**src/rtl/core/bfst_pkg.sv**
```systemverilog
// Shared constants, codes and types of the quartic Bezier foot trajectory block.
// No dependencies; every other file in rtl/core refers to it by scoped names.

package bfst_pkg;

    // Curve order and phase format
    localparam int DEGREE          = 4;
    localparam int PHASE_FRAC_BITS = 15;
    localparam int PHASE_W         = 16;

    // Field widths
    localparam int POS_W   = 18;
    localparam int PITCH_W = 16;
    localparam int CLR_W   = 16;
    localparam int LIFT_W  = 19;

    // Output saturation limits, Q2.16 metres
    localparam logic signed [POS_W-1:0] POS_MAX = 18'sd131071;
    localparam logic signed [POS_W-1:0] POS_MIN = -18'sd131072;

    // Angle constants, Q4.13 radians
    localparam logic signed [16:0] PI_Q13      = 17'sd25736;
    localparam logic signed [16:0] TWO_PI_Q13  = 17'sd51472;
    localparam logic signed [16:0] HALF_PI_Q13 = 17'sd12868;

    // Sine series: nested Horner steps, innermost divisor first
    localparam int SINE_ITERS = 4;
    localparam int unsigned SINE_DIV [SINE_ITERS] = '{72, 42, 20, 6};

    // Binomial weights of the degree-4 Bernstein basis
    localparam int BINOM [DEGREE+1] = '{1, 4, 6, 4, 1};

    // Pipeline depths
    localparam int SINE_LAT  = 16;
    localparam int WGT_LAT   = 5;
    localparam int AXIS_LAT  = 4;
    localparam int ALIGN_LAT = SINE_LAT - WGT_LAT;
    localparam int PIPE_LAT  = SINE_LAT + AXIS_LAT;

    // Configuration register indexes
    localparam int CFG_INDEX_W = 2;
    localparam logic [CFG_INDEX_W-1:0] CFG_CURVE_MODE  = 2'd0;
    localparam logic [CFG_INDEX_W-1:0] CFG_FIRST_CLR   = 2'd1;
    localparam logic [CFG_INDEX_W-1:0] CFG_SECOND_CLR  = 2'd2;

    // Start and end point of one request
    typedef struct packed {
        logic signed [POS_W-1:0] start_x;
        logic signed [POS_W-1:0] start_y;
        logic signed [POS_W-1:0] start_z;
        logic signed [POS_W-1:0] end_x;
        logic signed [POS_W-1:0] end_y;
        logic signed [POS_W-1:0] end_z;
    } points_t;

endpackage

```
**src/rtl/core/bfst_axis.sv**
```systemverilog
// One axis of the curve: weighted sum of start, end and two lift terms, round, saturate.
// Uses bfst_pkg limits; four stages, the last one is the output register.

module bfst_axis
#(
    parameter int FRAC = bfst_pkg::PHASE_FRAC_BITS
)
(
    input  logic                                 clk,
    input  logic                                 en,
    input  logic        [FRAC+1:0]               a_w,
    input  logic        [FRAC+1:0]               b_w,
    input  logic        [FRAC+1:0]               c_w,
    input  logic        [FRAC+1:0]               d_w,
    input  logic signed [bfst_pkg::POS_W-1:0]    start_pt,
    input  logic signed [bfst_pkg::POS_W-1:0]    end_pt,
    input  logic signed [bfst_pkg::LIFT_W-1:0]   c_val,
    input  logic signed [bfst_pkg::LIFT_W-1:0]   d_val,
    output logic signed [bfst_pkg::POS_W-1:0]    foot
);

    localparam int PW = FRAC + 3 + bfst_pkg::LIFT_W;
    localparam int SW = PW + 1;
    localparam int VW = PW + 2;
    localparam int QW = VW - FRAC;
    localparam logic signed [VW-1:0] HALF_V = VW'(64'd1 << (FRAC - 1));

    // Four weighted terms
    logic signed [bfst_pkg::LIFT_W-1:0] s_ext;
    logic signed [bfst_pkg::LIFT_W-1:0] e_ext;
    logic signed [PW-1:0] prod_a;
    logic signed [PW-1:0] prod_b;
    logic signed [PW-1:0] prod_c;
    logic signed [PW-1:0] prod_d;
    logic signed [PW-1:0] prod_a_reg;
    logic signed [PW-1:0] prod_b_reg;
    logic signed [PW-1:0] prod_c_reg;
    logic signed [PW-1:0] prod_d_reg;

    assign s_ext  = bfst_pkg::LIFT_W'(start_pt);
    assign e_ext  = bfst_pkg::LIFT_W'(end_pt);
    assign prod_a = $signed({1'b0, a_w}) * s_ext;
    assign prod_b = $signed({1'b0, b_w}) * e_ext;
    assign prod_c = $signed({1'b0, c_w}) * c_val;
    assign prod_d = $signed({1'b0, d_w}) * d_val;

    always_ff @(posedge clk)
    begin
        if (en)
        begin
            prod_a_reg <= prod_a;
            prod_b_reg <= prod_b;
            prod_c_reg <= prod_c;
            prod_d_reg <= prod_d;
        end
    end

    // Pairwise sums
    logic signed [SW-1:0] sum_ab_reg;
    logic signed [SW-1:0] sum_cd_reg;

    always_ff @(posedge clk)
    begin
        if (en)
        begin
            sum_ab_reg <= SW'(prod_a_reg) + SW'(prod_b_reg);
            sum_cd_reg <= SW'(prod_c_reg) + SW'(prod_d_reg);
        end
    end

    // Round half up, floor shift back to Q2.16
    logic signed [VW-1:0] vsum;
    logic signed [QW-1:0] q_reg;

    assign vsum = VW'(sum_ab_reg) + VW'(sum_cd_reg) + HALF_V;

    always_ff @(posedge clk)
    begin
        if (en)
        begin
            q_reg <= vsum[VW-1:FRAC];
        end
    end

    // Saturate into the output register
    logic signed [bfst_pkg::POS_W-1:0] foot_reg;

    always_ff @(posedge clk)
    begin
        if (en)
        begin
            if (q_reg > bfst_pkg::POS_MAX)
            begin
                foot_reg <= bfst_pkg::POS_MAX;
            end
            else if (q_reg < bfst_pkg::POS_MIN)
            begin
                foot_reg <= bfst_pkg::POS_MIN;
            end
            else
            begin
                foot_reg <= q_reg[bfst_pkg::POS_W-1:0];
            end
        end
    end

    assign foot = foot_reg;

endmodule

```
**config.mk**
```make
export PLATFORM = sky130hd
export DESIGN_NAME = bfst_axis
export DESIGN_NICKNAME = d
export VERILOG_FILES = /design/src/rtl/core/bfst_pkg.sv /design/src/rtl/core/bfst_axis.sv
export SDC_FILE = /design/constraint.sdc
export NUM_CORES = 2
export LEC_CHECK = 0
export BUFFER_PORTS_ARGS = -buffer_cell sky130_fd_sc_hd__buf_2
export CORE_MARGIN = 8
export CORE_UTILIZATION = 47
export CTS_CLUSTER_DIAMETER = 150
export DETAILED_ROUTE_END_ITERATION = 10
export PLACE_DENSITY_LB_ADDON = 0.08
export SLEW_MARGIN = 20
export SYNTH_ARGS = -nofsm -noshare
export SYNTH_HDL_FRONTEND = slang
export SYNTH_SLANG_ARGS = --single-unit
```
**constraint.sdc**
```tcl
create_clock -name clk -period 11 [get_ports clk]
set_input_delay 1.65 -clock clk [delete_from_list [all_inputs] [get_ports clk]]
set_output_delay 1.65 -clock clk [all_outputs]
set_load 0.02 [all_outputs]
```
==> impl_metrics.yaml <==
placed_design:
  placed_cells_incl_taps: 7547
  detailed_place_hpwl_mm: 112
  place_congestion: 0.853
  io_buffers: 161
timing:
  period_needed_ns: 7.76
  max-slew-margin-rel: 0.329
  finalCritPeriodShare: 0.705
  max_freq_mhz: 129
  worst_slew_pin_slew_ns: 1.01
  final_max_slew_viol_count: 0
  setup_viol: 0
  finalHoldViolCount: 0
  tns_ns: 0
  fin_skew_ns: 0.0246
  rsz0062_at_grt: "false"
grt:
  busiest_layer: "met1"
  use_met2: 0.329
  grt_max_degree: 114
  gr-usage-met1: 0.330
  grt_util_met3: 0.0181
  grt_use_total: 0.212
  overflow: 0
  antenna_found_initial: 3
  grt_pass1_vias: 41700
  grt_pass1_wl_mm: 227
final_layout:
  largest_reg_flops: 38
  diodes: 0
  final_cells: 7600
  final_cell_mix: "inv_1, fa_1, nand2_1, and2_1, ha_1"
  nNetsFinal: 7823
  syn_to_final_growth_pct: 5.56
  final_common_cell: "inv_1"
  layout-drive-gt1-share: 0.0415
flow_run:
  drv_cap: 0
worst_setup_path:
  critPathKind: "in -> reg"
  slowest_stage: "fa_1"
  end_kind: "flip-flop"
  cp.arrival_ns: 8.06
  critPathRequiredTime_ns: 11.31
  r2r_cells: 14
  critPathMaxFanout: 17
  crit_path_max_incr_delay_ns: 0.58
  path_cells: "buf_2 > nand2_1 > fa_1 > fa_1 > fa_1 > fa_1 > inv_1 > fa_1 > inv_1 > fa_1 > inv_1 > ha_1 > a21o_1 > a21oi_2 > o21ai_0 > a41oi_2 > o21bai_1 > a221oi_2 > a211oi_1 > o31ai_2 > o2111ai_1 > a21oi_1 > xnor2_1"
  cp_common_cell: "fa_1"
  start_kind: "input pin"
clock_tree:
  htree_levels: 1
  cts_buffers: 29
  clock_latency_ns: 0.58
  clk_path_buf_depth: 3
  cts-root-buf: "clkbuf_16"
  clk_transition_reported_paths_ns: 0.06
  cts_tree: "built"
  post_cts.resized_instances: 0
  cts_num_sinks: 263
  ctsHoldBuffers: 0
  postCtsSetupRepairBufs: 0
route:
  drt-initial-drc-count: 2236
  totalWireLength_mm: 137
  vias_per_cell: 5.09
  final_antenna_net_count: 0
  route.vias.total: 38700
  wl_per_cell_um: 18.0
  first_pass_iters: 6
  drcViolationCount: 0
die:
  core_mm2: 0.121
  num_rows: 128
  die_w_um: 365
  start_util: 0.472
  die_h_um: 365
  io_pins: 162
  die-area_mm2: 0.133
synthesis:
  synth_edf_count: 263
  synthesis.area_mm2: 0.0573
  ys_seq_area_frac: 0.138
  synth.distinct_cells: 75
  yosysWarnings: 0
  syn_avg_cell_area_um2: 9.67
  ys_seq_elements: 263
  synth_nets: 7802
  synth-main-ff-cell: "edfxtp_1"
  async_reset_ff_frac: 0
  synthCells: 5932
outcome:
  status: "finished clean"
min_path:
  min_path_type: "reg -> reg"
  holdPathStages: 1
[cell usage after synthesis (7+ instances only)]
cell type	count	area, um2
a31o_2	7	61.3
xnor2_1	172	1510
nor4_1	9	56.3
nor2b_1	31	194
a21o_1	70	526
nand2b_1	46	288
a21oi_1	164	821
and2_1	599	3750
and3_1	18	113
o21bai_1	25	188
fa_1	1134	22700
buf_1	7	26.3
o211ai_1	10	75.1
xor2_1	46	403
a211oi_1	14	105
nand4_1	14	87.6
ha_1	592	7410
inv_1	1393	5230
nand3_1	23	115
o21ai_0	69	345
nor3_1	41	205
o21ai_1	12	60.1
nand2_1	718	2700
o21a_1	45	338
or2_2	7	43.8
edfxtp_1	263	7900
nor2_1	124	465
clkbuf_1	167	627
[cell type report]
class,count,area (um2)
fill,11600,60900
tap,1625,2030
inverter,1395,5240
clock inverter,22,231
sequential,263,7900
multi-input combinational,4100,43600
clock buffer,31,733
timing repair buffer,164,838
[metal layers]
layer  share of wire  wire length, um  vias up
met5        0.000088               12        -
met1            0.50            69000    19700
met4           0.013             1850        2
met2            0.44            59800      831
met3           0.047             6420      120
li1                -                -    18000
[cell families after synthesis]
group,Yosys count,synth area share
and+or+nand+nor,1649,0.142
xor gates and xnor gates,218,0.0333
AOI/OAI and AO/OA,504,0.0585
buffers and inverters,1569,0.103
muxes,3,0.000524
adders and majority gates,1726,0.525
DFF,263,0.138
[through the flow]
| step | setup slack, ns | hold slack (ns) | utilization | area (um2) |
|---|---|---|---|---|
| detailed placement | 2.66 | 0.515 | 0.491 | 59600 |
| global route | 2.86 | 0.557 | 0.499 | 60500 |
| CTS | 3.25 | 0.521 | 0.499 | 60500 |
| global placement | 2.69 | 0.525 | 0.491 | 59600 |
| finish | 3.24 | 0.523 | 0.499 | 60500 |
| floorplan | 3.09 | 0.510 | - | 57300 |
[final timing paths]
check,startpoint,end,slack (ns)
setup / recovery,start_pt[3],prod_a_reg[35],3.24
hold / removal,q_reg[0],foot[0],0.52
hold reg to reg,q_reg[0],foot[0],0.52
setup reg to reg,prod_a_reg[0],sum_ab_reg[36],6.83
[critical path: cells and delay by family]
kind,cells,cell delay (ns)
adders and majority gates,7,3.44
AOI/OAI and AO/OA,10,2.28
buffers and inverters,4,0.49
and+or+nand+nor,1,0.14
xor gates and xnor gates,1,0.08
Power is left out: the tool's default activity adds up to more than one toggle a clock period on the data nets, which glitch-free logic cannot reach.
