--- config.mk ---
export PLATFORM = sky130hd
export DESIGN_NAME = bfst_weights
export DESIGN_NICKNAME = d
export VERILOG_FILES = /design/src/rtl/core/bfst_pkg.sv /design/src/rtl/core/bfst_weights.sv
export SDC_FILE = /design/constraint.sdc
export NUM_CORES = 2
export LEC_CHECK = 0
export BUFFER_PORTS_ARGS = -buffer_cell sky130_fd_sc_hd__clkbuf_2
export CAP_MARGIN = 15
export CORE_MARGIN = 5
export CORE_UTILIZATION = 50
export CTS_BUF_LIST = sky130_fd_sc_hd__clkbuf_16
export CTS_CLUSTER_DIAMETER = 150
export CTS_CLUSTER_SIZE = 16
export DETAILED_ROUTE_END_ITERATION = 16
export GPL_TIMING_DRIVEN = 0
export PLACE_DENSITY = 0.67
export SLEW_MARGIN = 0
export SYNTH_ARGS = -nofsm -noshare
export SYNTH_HDL_FRONTEND = slang
export SYNTH_SLANG_ARGS = --single-unit
--- constraint.sdc ---
create_clock -name clk -period 6.8 [get_ports clk]
set_input_delay 1.36 -clock clk [delete_from_list [all_inputs] [get_ports clk]]
set_output_delay 1.36 -clock clk [all_outputs]
set_load 0.05 [all_outputs]
--- src/rtl/core/bfst_pkg.sv ---
// Shared constants, codes and types of the quartic Bezier foot trajectory block.
// No dependencies; every other file in rtl/core refers to it by scoped names.

package bfst_pkg;

    // Curve order and phase format
    localparam int DEGREE          = 4;
    localparam int PHASE_FRAC_BITS = 15;
    localparam int PHASE_W         = 16;

    // Field widths
    localparam int POS_W   = 18;
    localparam int PITCH_W = 16;
    localparam int CLR_W   = 16;
    localparam int LIFT_W  = 19;

    // Output saturation limits, Q2.16 metres
    localparam logic signed [POS_W-1:0] POS_MAX = 18'sd131071;
    localparam logic signed [POS_W-1:0] POS_MIN = -18'sd131072;

    // Angle constants, Q4.13 radians
    localparam logic signed [16:0] PI_Q13      = 17'sd25736;
    localparam logic signed [16:0] TWO_PI_Q13  = 17'sd51472;
    localparam logic signed [16:0] HALF_PI_Q13 = 17'sd12868;

    // Sine series: nested Horner steps, innermost divisor first
    localparam int SINE_ITERS = 4;
    localparam int unsigned SINE_DIV [SINE_ITERS] = '{72, 42, 20, 6};

    // Binomial weights of the degree-4 Bernstein basis
    localparam int BINOM [DEGREE+1] = '{1, 4, 6, 4, 1};

    // Pipeline depths
    localparam int SINE_LAT  = 16;
    localparam int WGT_LAT   = 5;
    localparam int AXIS_LAT  = 4;
    localparam int ALIGN_LAT = SINE_LAT - WGT_LAT;
    localparam int PIPE_LAT  = SINE_LAT + AXIS_LAT;

    // Configuration register indexes
    localparam int CFG_INDEX_W = 2;
    localparam logic [CFG_INDEX_W-1:0] CFG_CURVE_MODE  = 2'd0;
    localparam logic [CFG_INDEX_W-1:0] CFG_FIRST_CLR   = 2'd1;
    localparam logic [CFG_INDEX_W-1:0] CFG_SECOND_CLR  = 2'd2;

    // Start and end point of one request
    typedef struct packed {
        logic signed [POS_W-1:0] start_x;
        logic signed [POS_W-1:0] start_y;
        logic signed [POS_W-1:0] start_z;
        logic signed [POS_W-1:0] end_x;
        logic signed [POS_W-1:0] end_y;
        logic signed [POS_W-1:0] end_z;
    } points_t;

endpackage

--- src/rtl/core/bfst_weights.sv ---
// Bernstein weight pipeline: phase clamp, pair products, weights, group sums by curve mode.
// Uses bfst_pkg for the binomial table; five stages, advances on en.

module bfst_weights
#(
    parameter int FRAC = bfst_pkg::PHASE_FRAC_BITS
)
(
    input  logic                           clk,
    input  logic                           en,
    input  logic                           curve_mode,
    input  logic [bfst_pkg::PHASE_W-1:0]   phase,
    output logic [FRAC+1:0]                a_xz,
    output logic [FRAC+1:0]                b_xz,
    output logic [FRAC+1:0]                a_y,
    output logic [FRAC+1:0]                b_y,
    output logic [FRAC+1:0]                lift1_w,
    output logic [FRAC+1:0]                lift2_w
);

    localparam int TW = FRAC + 1;
    localparam int WW = FRAC + 2;
    localparam int CW = (TW > bfst_pkg::PHASE_W) ? TW : bfst_pkg::PHASE_W;
    localparam int PW = 2 * TW;
    localparam int KW = 2 * TW + 2;
    localparam int NW = bfst_pkg::DEGREE + 1;
    localparam logic [CW-1:0] ONE_C  = CW'(64'd1 << FRAC);
    localparam logic [TW-1:0] ONE_T  = TW'(64'd1 << FRAC);
    localparam logic [PW-1:0] HALF_P = PW'(64'd1 << (FRAC - 1));
    localparam logic [KW-1:0] HALF_K = KW'(64'd1 << (FRAC - 1));

    // Clamp phase to one and form 1 - t
    logic [CW-1:0] ph_ext;
    logic [CW-1:0] t_clamp;
    logic [TW-1:0] t_reg;
    logic [TW-1:0] u_reg;

    assign ph_ext  = CW'(phase);
    assign t_clamp = (ph_ext > ONE_C) ? ONE_C : ph_ext;

    always_ff @(posedge clk)
    begin
        if (en)
        begin
            t_reg <= t_clamp[TW-1:0];
            u_reg <= ONE_T - t_clamp[TW-1:0];
        end
    end

    // Rounded pair products t*t, t*u, u*u
    logic [PW-1:0] sq_tt;
    logic [PW-1:0] sq_tu;
    logic [PW-1:0] sq_uu;
    logic [TW-1:0] tt_reg;
    logic [TW-1:0] tu_reg;
    logic [TW-1:0] uu_reg;

    assign sq_tt = t_reg * t_reg + HALF_P;
    assign sq_tu = t_reg * u_reg + HALF_P;
    assign sq_uu = u_reg * u_reg + HALF_P;

    always_ff @(posedge clk)
    begin
        if (en)
        begin
            tt_reg <= sq_tt[FRAC +: TW];
            tu_reg <= sq_tu[FRAC +: TW];
            uu_reg <= sq_uu[FRAC +: TW];
        end
    end

    // Raw basis products
    logic [PW-1:0] pq_reg [NW];

    always_ff @(posedge clk)
    begin
        if (en)
        begin
            pq_reg[0] <= uu_reg * uu_reg;
            pq_reg[1] <= tu_reg * uu_reg;
            pq_reg[2] <= tu_reg * tu_reg;
            pq_reg[3] <= tt_reg * tu_reg;
            pq_reg[4] <= tt_reg * tt_reg;
        end
    end

    // Scale by binomial weight and round
    logic [KW-1:0] wk    [NW];
    logic [WW-1:0] w_reg [NW];

    always_comb
    begin
        for (int i = 0; i < NW; i++)
        begin
            wk[i] = KW'(pq_reg[i]) * KW'(bfst_pkg::BINOM[i]) + HALF_K;
        end
    end

    always_ff @(posedge clk)
    begin
        if (en)
        begin
            for (int i = 0; i < NW; i++)
            begin
                w_reg[i] <= wk[i][FRAC +: WW];
            end
        end
    end

    // Group weights by which control points share a value
    logic [WW-1:0] a_xz_reg;
    logic [WW-1:0] b_xz_reg;
    logic [WW-1:0] a_y_reg;
    logic [WW-1:0] b_y_reg;
    logic [WW-1:0] lift1_w_reg;
    logic [WW-1:0] lift2_w_reg;

    always_ff @(posedge clk)
    begin
        if (en)
        begin
            if (curve_mode)
            begin
                a_xz_reg    <= w_reg[0];
                b_xz_reg    <= w_reg[1] + w_reg[2] + w_reg[3] + w_reg[4];
                a_y_reg     <= w_reg[0] + w_reg[1] + w_reg[2] + w_reg[3];
                b_y_reg     <= w_reg[4];
                lift1_w_reg <= '0;
                lift2_w_reg <= '0;
            end
            else
            begin
                a_xz_reg    <= w_reg[0] + w_reg[1];
                b_xz_reg    <= w_reg[2] + w_reg[3] + w_reg[4];
                a_y_reg     <= w_reg[0] + w_reg[1];
                b_y_reg     <= w_reg[2] + w_reg[3] + w_reg[4];
                lift1_w_reg <= w_reg[1];
                lift2_w_reg <= w_reg[2];
            end
        end
    end

    assign a_xz    = a_xz_reg;
    assign b_xz    = b_xz_reg;
    assign a_y     = a_y_reg;
    assign b_y     = b_y_reg;
    assign lift1_w = lift1_w_reg;
    assign lift2_w = lift2_w_reg;

endmodule

==> flow_summary.yaml <==
global_routing:
  grt_antenna_before_repair: 3
  grtUsageTotal_pct: 27.3
  gr-total-overflow: 0
  grt_pass1_wl_um: 339000
  grt_start_max_net_pins: 127
  grt_pass1_vias: 58900
place:
  dp_hpwl_um: 177000
  gp_congestion: 0.983
  portBuffers: 119
  dpl_cell_area_mm2: 0.0797
critical_path:
  cp_slowest_stage_delay_ps: 540
  critPathSlowestCell: "edfxtp_1"
  path_common_cell: "fa_1"
  worstPathRequired_ps: 7210
  crit_type: "flip-flop to flip-flop"
  crit_arrival_ps: 7480
  end_kind: "flip-flop"
  cp-start-kind: "flip-flop"
  path_max_fanout: 5
sta:
  fin_ws_ps: -265
  hold_viol: 0
  worstMarginPinSlew_ps: 1010
  finalSetupViolations: 12
  holdWs_ps: 547
  relSlewSlack_pct: 30.7
  period_minus_slack_ps: 7070
  drv_slew: 0
  fmax_mhz: 142
  finalSetupTns_ps: -1500
  clock_skew_ps: 56.0
  min_period_over_period_pct: 104
  rsz0062_at_grt: "true"
cts:
  htreeDepth: 1
  cts_tree: "built"
  clk_pin_slew_ps: 100
  cts_buffer_depth: 3
  clock_latency_ps: 690
  clock_sinks: 367
  cts_buffers: 28
  postCtsHoldBufs: 0
  cts_root_buf: "clkbuf_16"
die:
  rows: 143
  dieArea_mm2: 0.161
  fp.coreArea_mm2: 0.152
  chipWidth_um: 401
  die_h_um: 401
  ioPinCount: 121
  start_util_pct: 50.3
finish:
  fin_util_pct: 55.5
  syn_to_final_growth_pct: 10.4
  fillerInstances: 13300
  nets: 10600
  fin_area_mm2: 0.0843
  layout-drive-gt1-share_pct: 10.0
  largest_reg_flops: 101
worst_hold_path:
  min_path_type: "flip-flop to flip-flop"
status:
  violations: "setup timing"
  status: "complete, but fails checks"
synth:
  syn_nets: 10300
  synth-edff-count: 367
  synth_top_cell_area_share_pct: 38.1
  synth_flop_cell: "edfxtp_1"
  syn_inst: 7911
  synth_area_mm2: 0.0764
  async_flop_share_pct: 0
  synth_top_cell_by_area: "fa_1"
  yosysMostFrequentCell: "inv_1"
  ys_seq_area_share_pct: 14.4
  netlist_top_cells_count: "1991 x inv_1, 1452 x fa_1, 905 x nand2_1"
  ys_top_cells_by_area: "fa_1 38%, ha_1 15%, edfxtp_1 14%"
  synth.distinct_cells: 92
  syn_area_per_cell_um2: 9.65
  yosysWarnings: 0
  synth-seq-cells: 367
routing:
  num_vias: 54700
  ant_nets: 0
  wl_per_cell_um: 21.2
  via_per_inst: 5.32
  drc: 0
  dr.pass1.iters: 5
  drtIter0Drc: 4007
  wl_um: 218000
flow_run:
  maxCapViolCount: 0
cell families (layout without fill, tap and decap cells):
kind of cell	Yosys count	count (layout)	share of synthesized area [%]
mux	14	14	0.197
buf+inv	2290	2637	11.3
fa+ha+maj	2350	2350	52.8
xor+xnor	360	360	4.13
other cells	0	4	0
simple gates	2025	2025	12.7
compound gates	505	505	4.52
flops	367	367	14.4
stage by stage:
stage	setup slack, ps	std cells
3_5_place_dp	-1760	10100
4_1_cts	-267	10200
5_1_grt	-423	10300
2_1_floorplan	-21.1	7911
6_report	-265	10300
3_3_place_gp	-1900	10100
placed cells by master (no fill, tap or decap), types with 20 or more instances in the layout:
master / n
a21o_1: 87
a21oi_1: 108
a21oi_2: 22
and2_1: 493
and3_1: 39
buf_4: 216
buf_6: 28
buf_8: 21
clkbuf_1: 40
clkbuf_16: 40
clkbuf_2: 177
clkbuf_4: 42
clkbuf_8: 48
edfxtp_1: 367
fa_1: 1431
fa_2: 21
ha_1: 884
inv_1: 1964
inv_2: 23
nand2_1: 887
nand2b_1: 28
nand3_1: 63
nand4_1: 29
nor2_1: 266
nor2b_1: 71
nor3_1: 42
o21a_1: 20
o21ai_0: 76
xnor2_1: 266
xor2_1: 90
routing by layer:
metal | wire [µm] | global-route usage [%] | share of wire [%] | vias to the layer above
li1 | - | - | - | 24500
met3 | 17900 | 4.95 | 8.2 | 669
met5 | 34 | 0 | 0.016 | -
met1 | 84500 | 34.3 | 39 | 27200
met4 | 13300 | 13.1 | 6.1 | 4
met2 | 102000 | 45.7 | 47 | 2347
worst paths after layout:
path	from	endpoint	slack (ps)	depth (start not counted)
worst max-delay path	t_reg[5]$_DFFE_PP_	tu_reg[15]$_DFFE_PP_	-270	28
worst min-delay path	pq_reg[0][159]$_DFFE_PP_	w_reg[0][84]$_DFFE_PP_	550	1
worst max register to register	t_reg[5]$_DFFE_PP_	tu_reg[15]$_DFFE_PP_	-270	28
worst min register to register	pq_reg[0][159]$_DFFE_PP_	w_reg[0][84]$_DFFE_PP_	550	1
what timing repair did:
item	CTS	global route
setup endpoints to repair	131	54
pin swaps	78	112
gates resized for setup	539	262
buffers inserted	147	70
gates cloned	0	0
worst max-delay path, delay by kind of cell, from the launching register on:
kind	cells	cell delay (ps)
AOI/OAI and AO/OA	8	1670
xor gates and xnor gates	1	100
adders and majority gates	7	3060
buffers and inverters	8	790
DFF	1	540
and+or+nand+nor	4	640
area by class of cell:
class / count / area [µm²] / area share (%)
clock inverter: 6 / 75.1 / 0.0890
tap: 2030 / 2540 / 3.01
antenna: 4 / 10.0 / 0.0119
buffer: 270 / 2410 / 2.86
clock buffer: 28 / 701 / 0.831
timing repair buffer: 336 / 2430 / 2.88
sequential: 367 / 11000 / 13.1
inverter: 1997 / 7520 / 8.92
multi-input combinational: 5254 / 57600 / 68.3
Power is not shown: default switching activity piles up to over one toggle a cycle in this logic, so the estimate is an artifact.
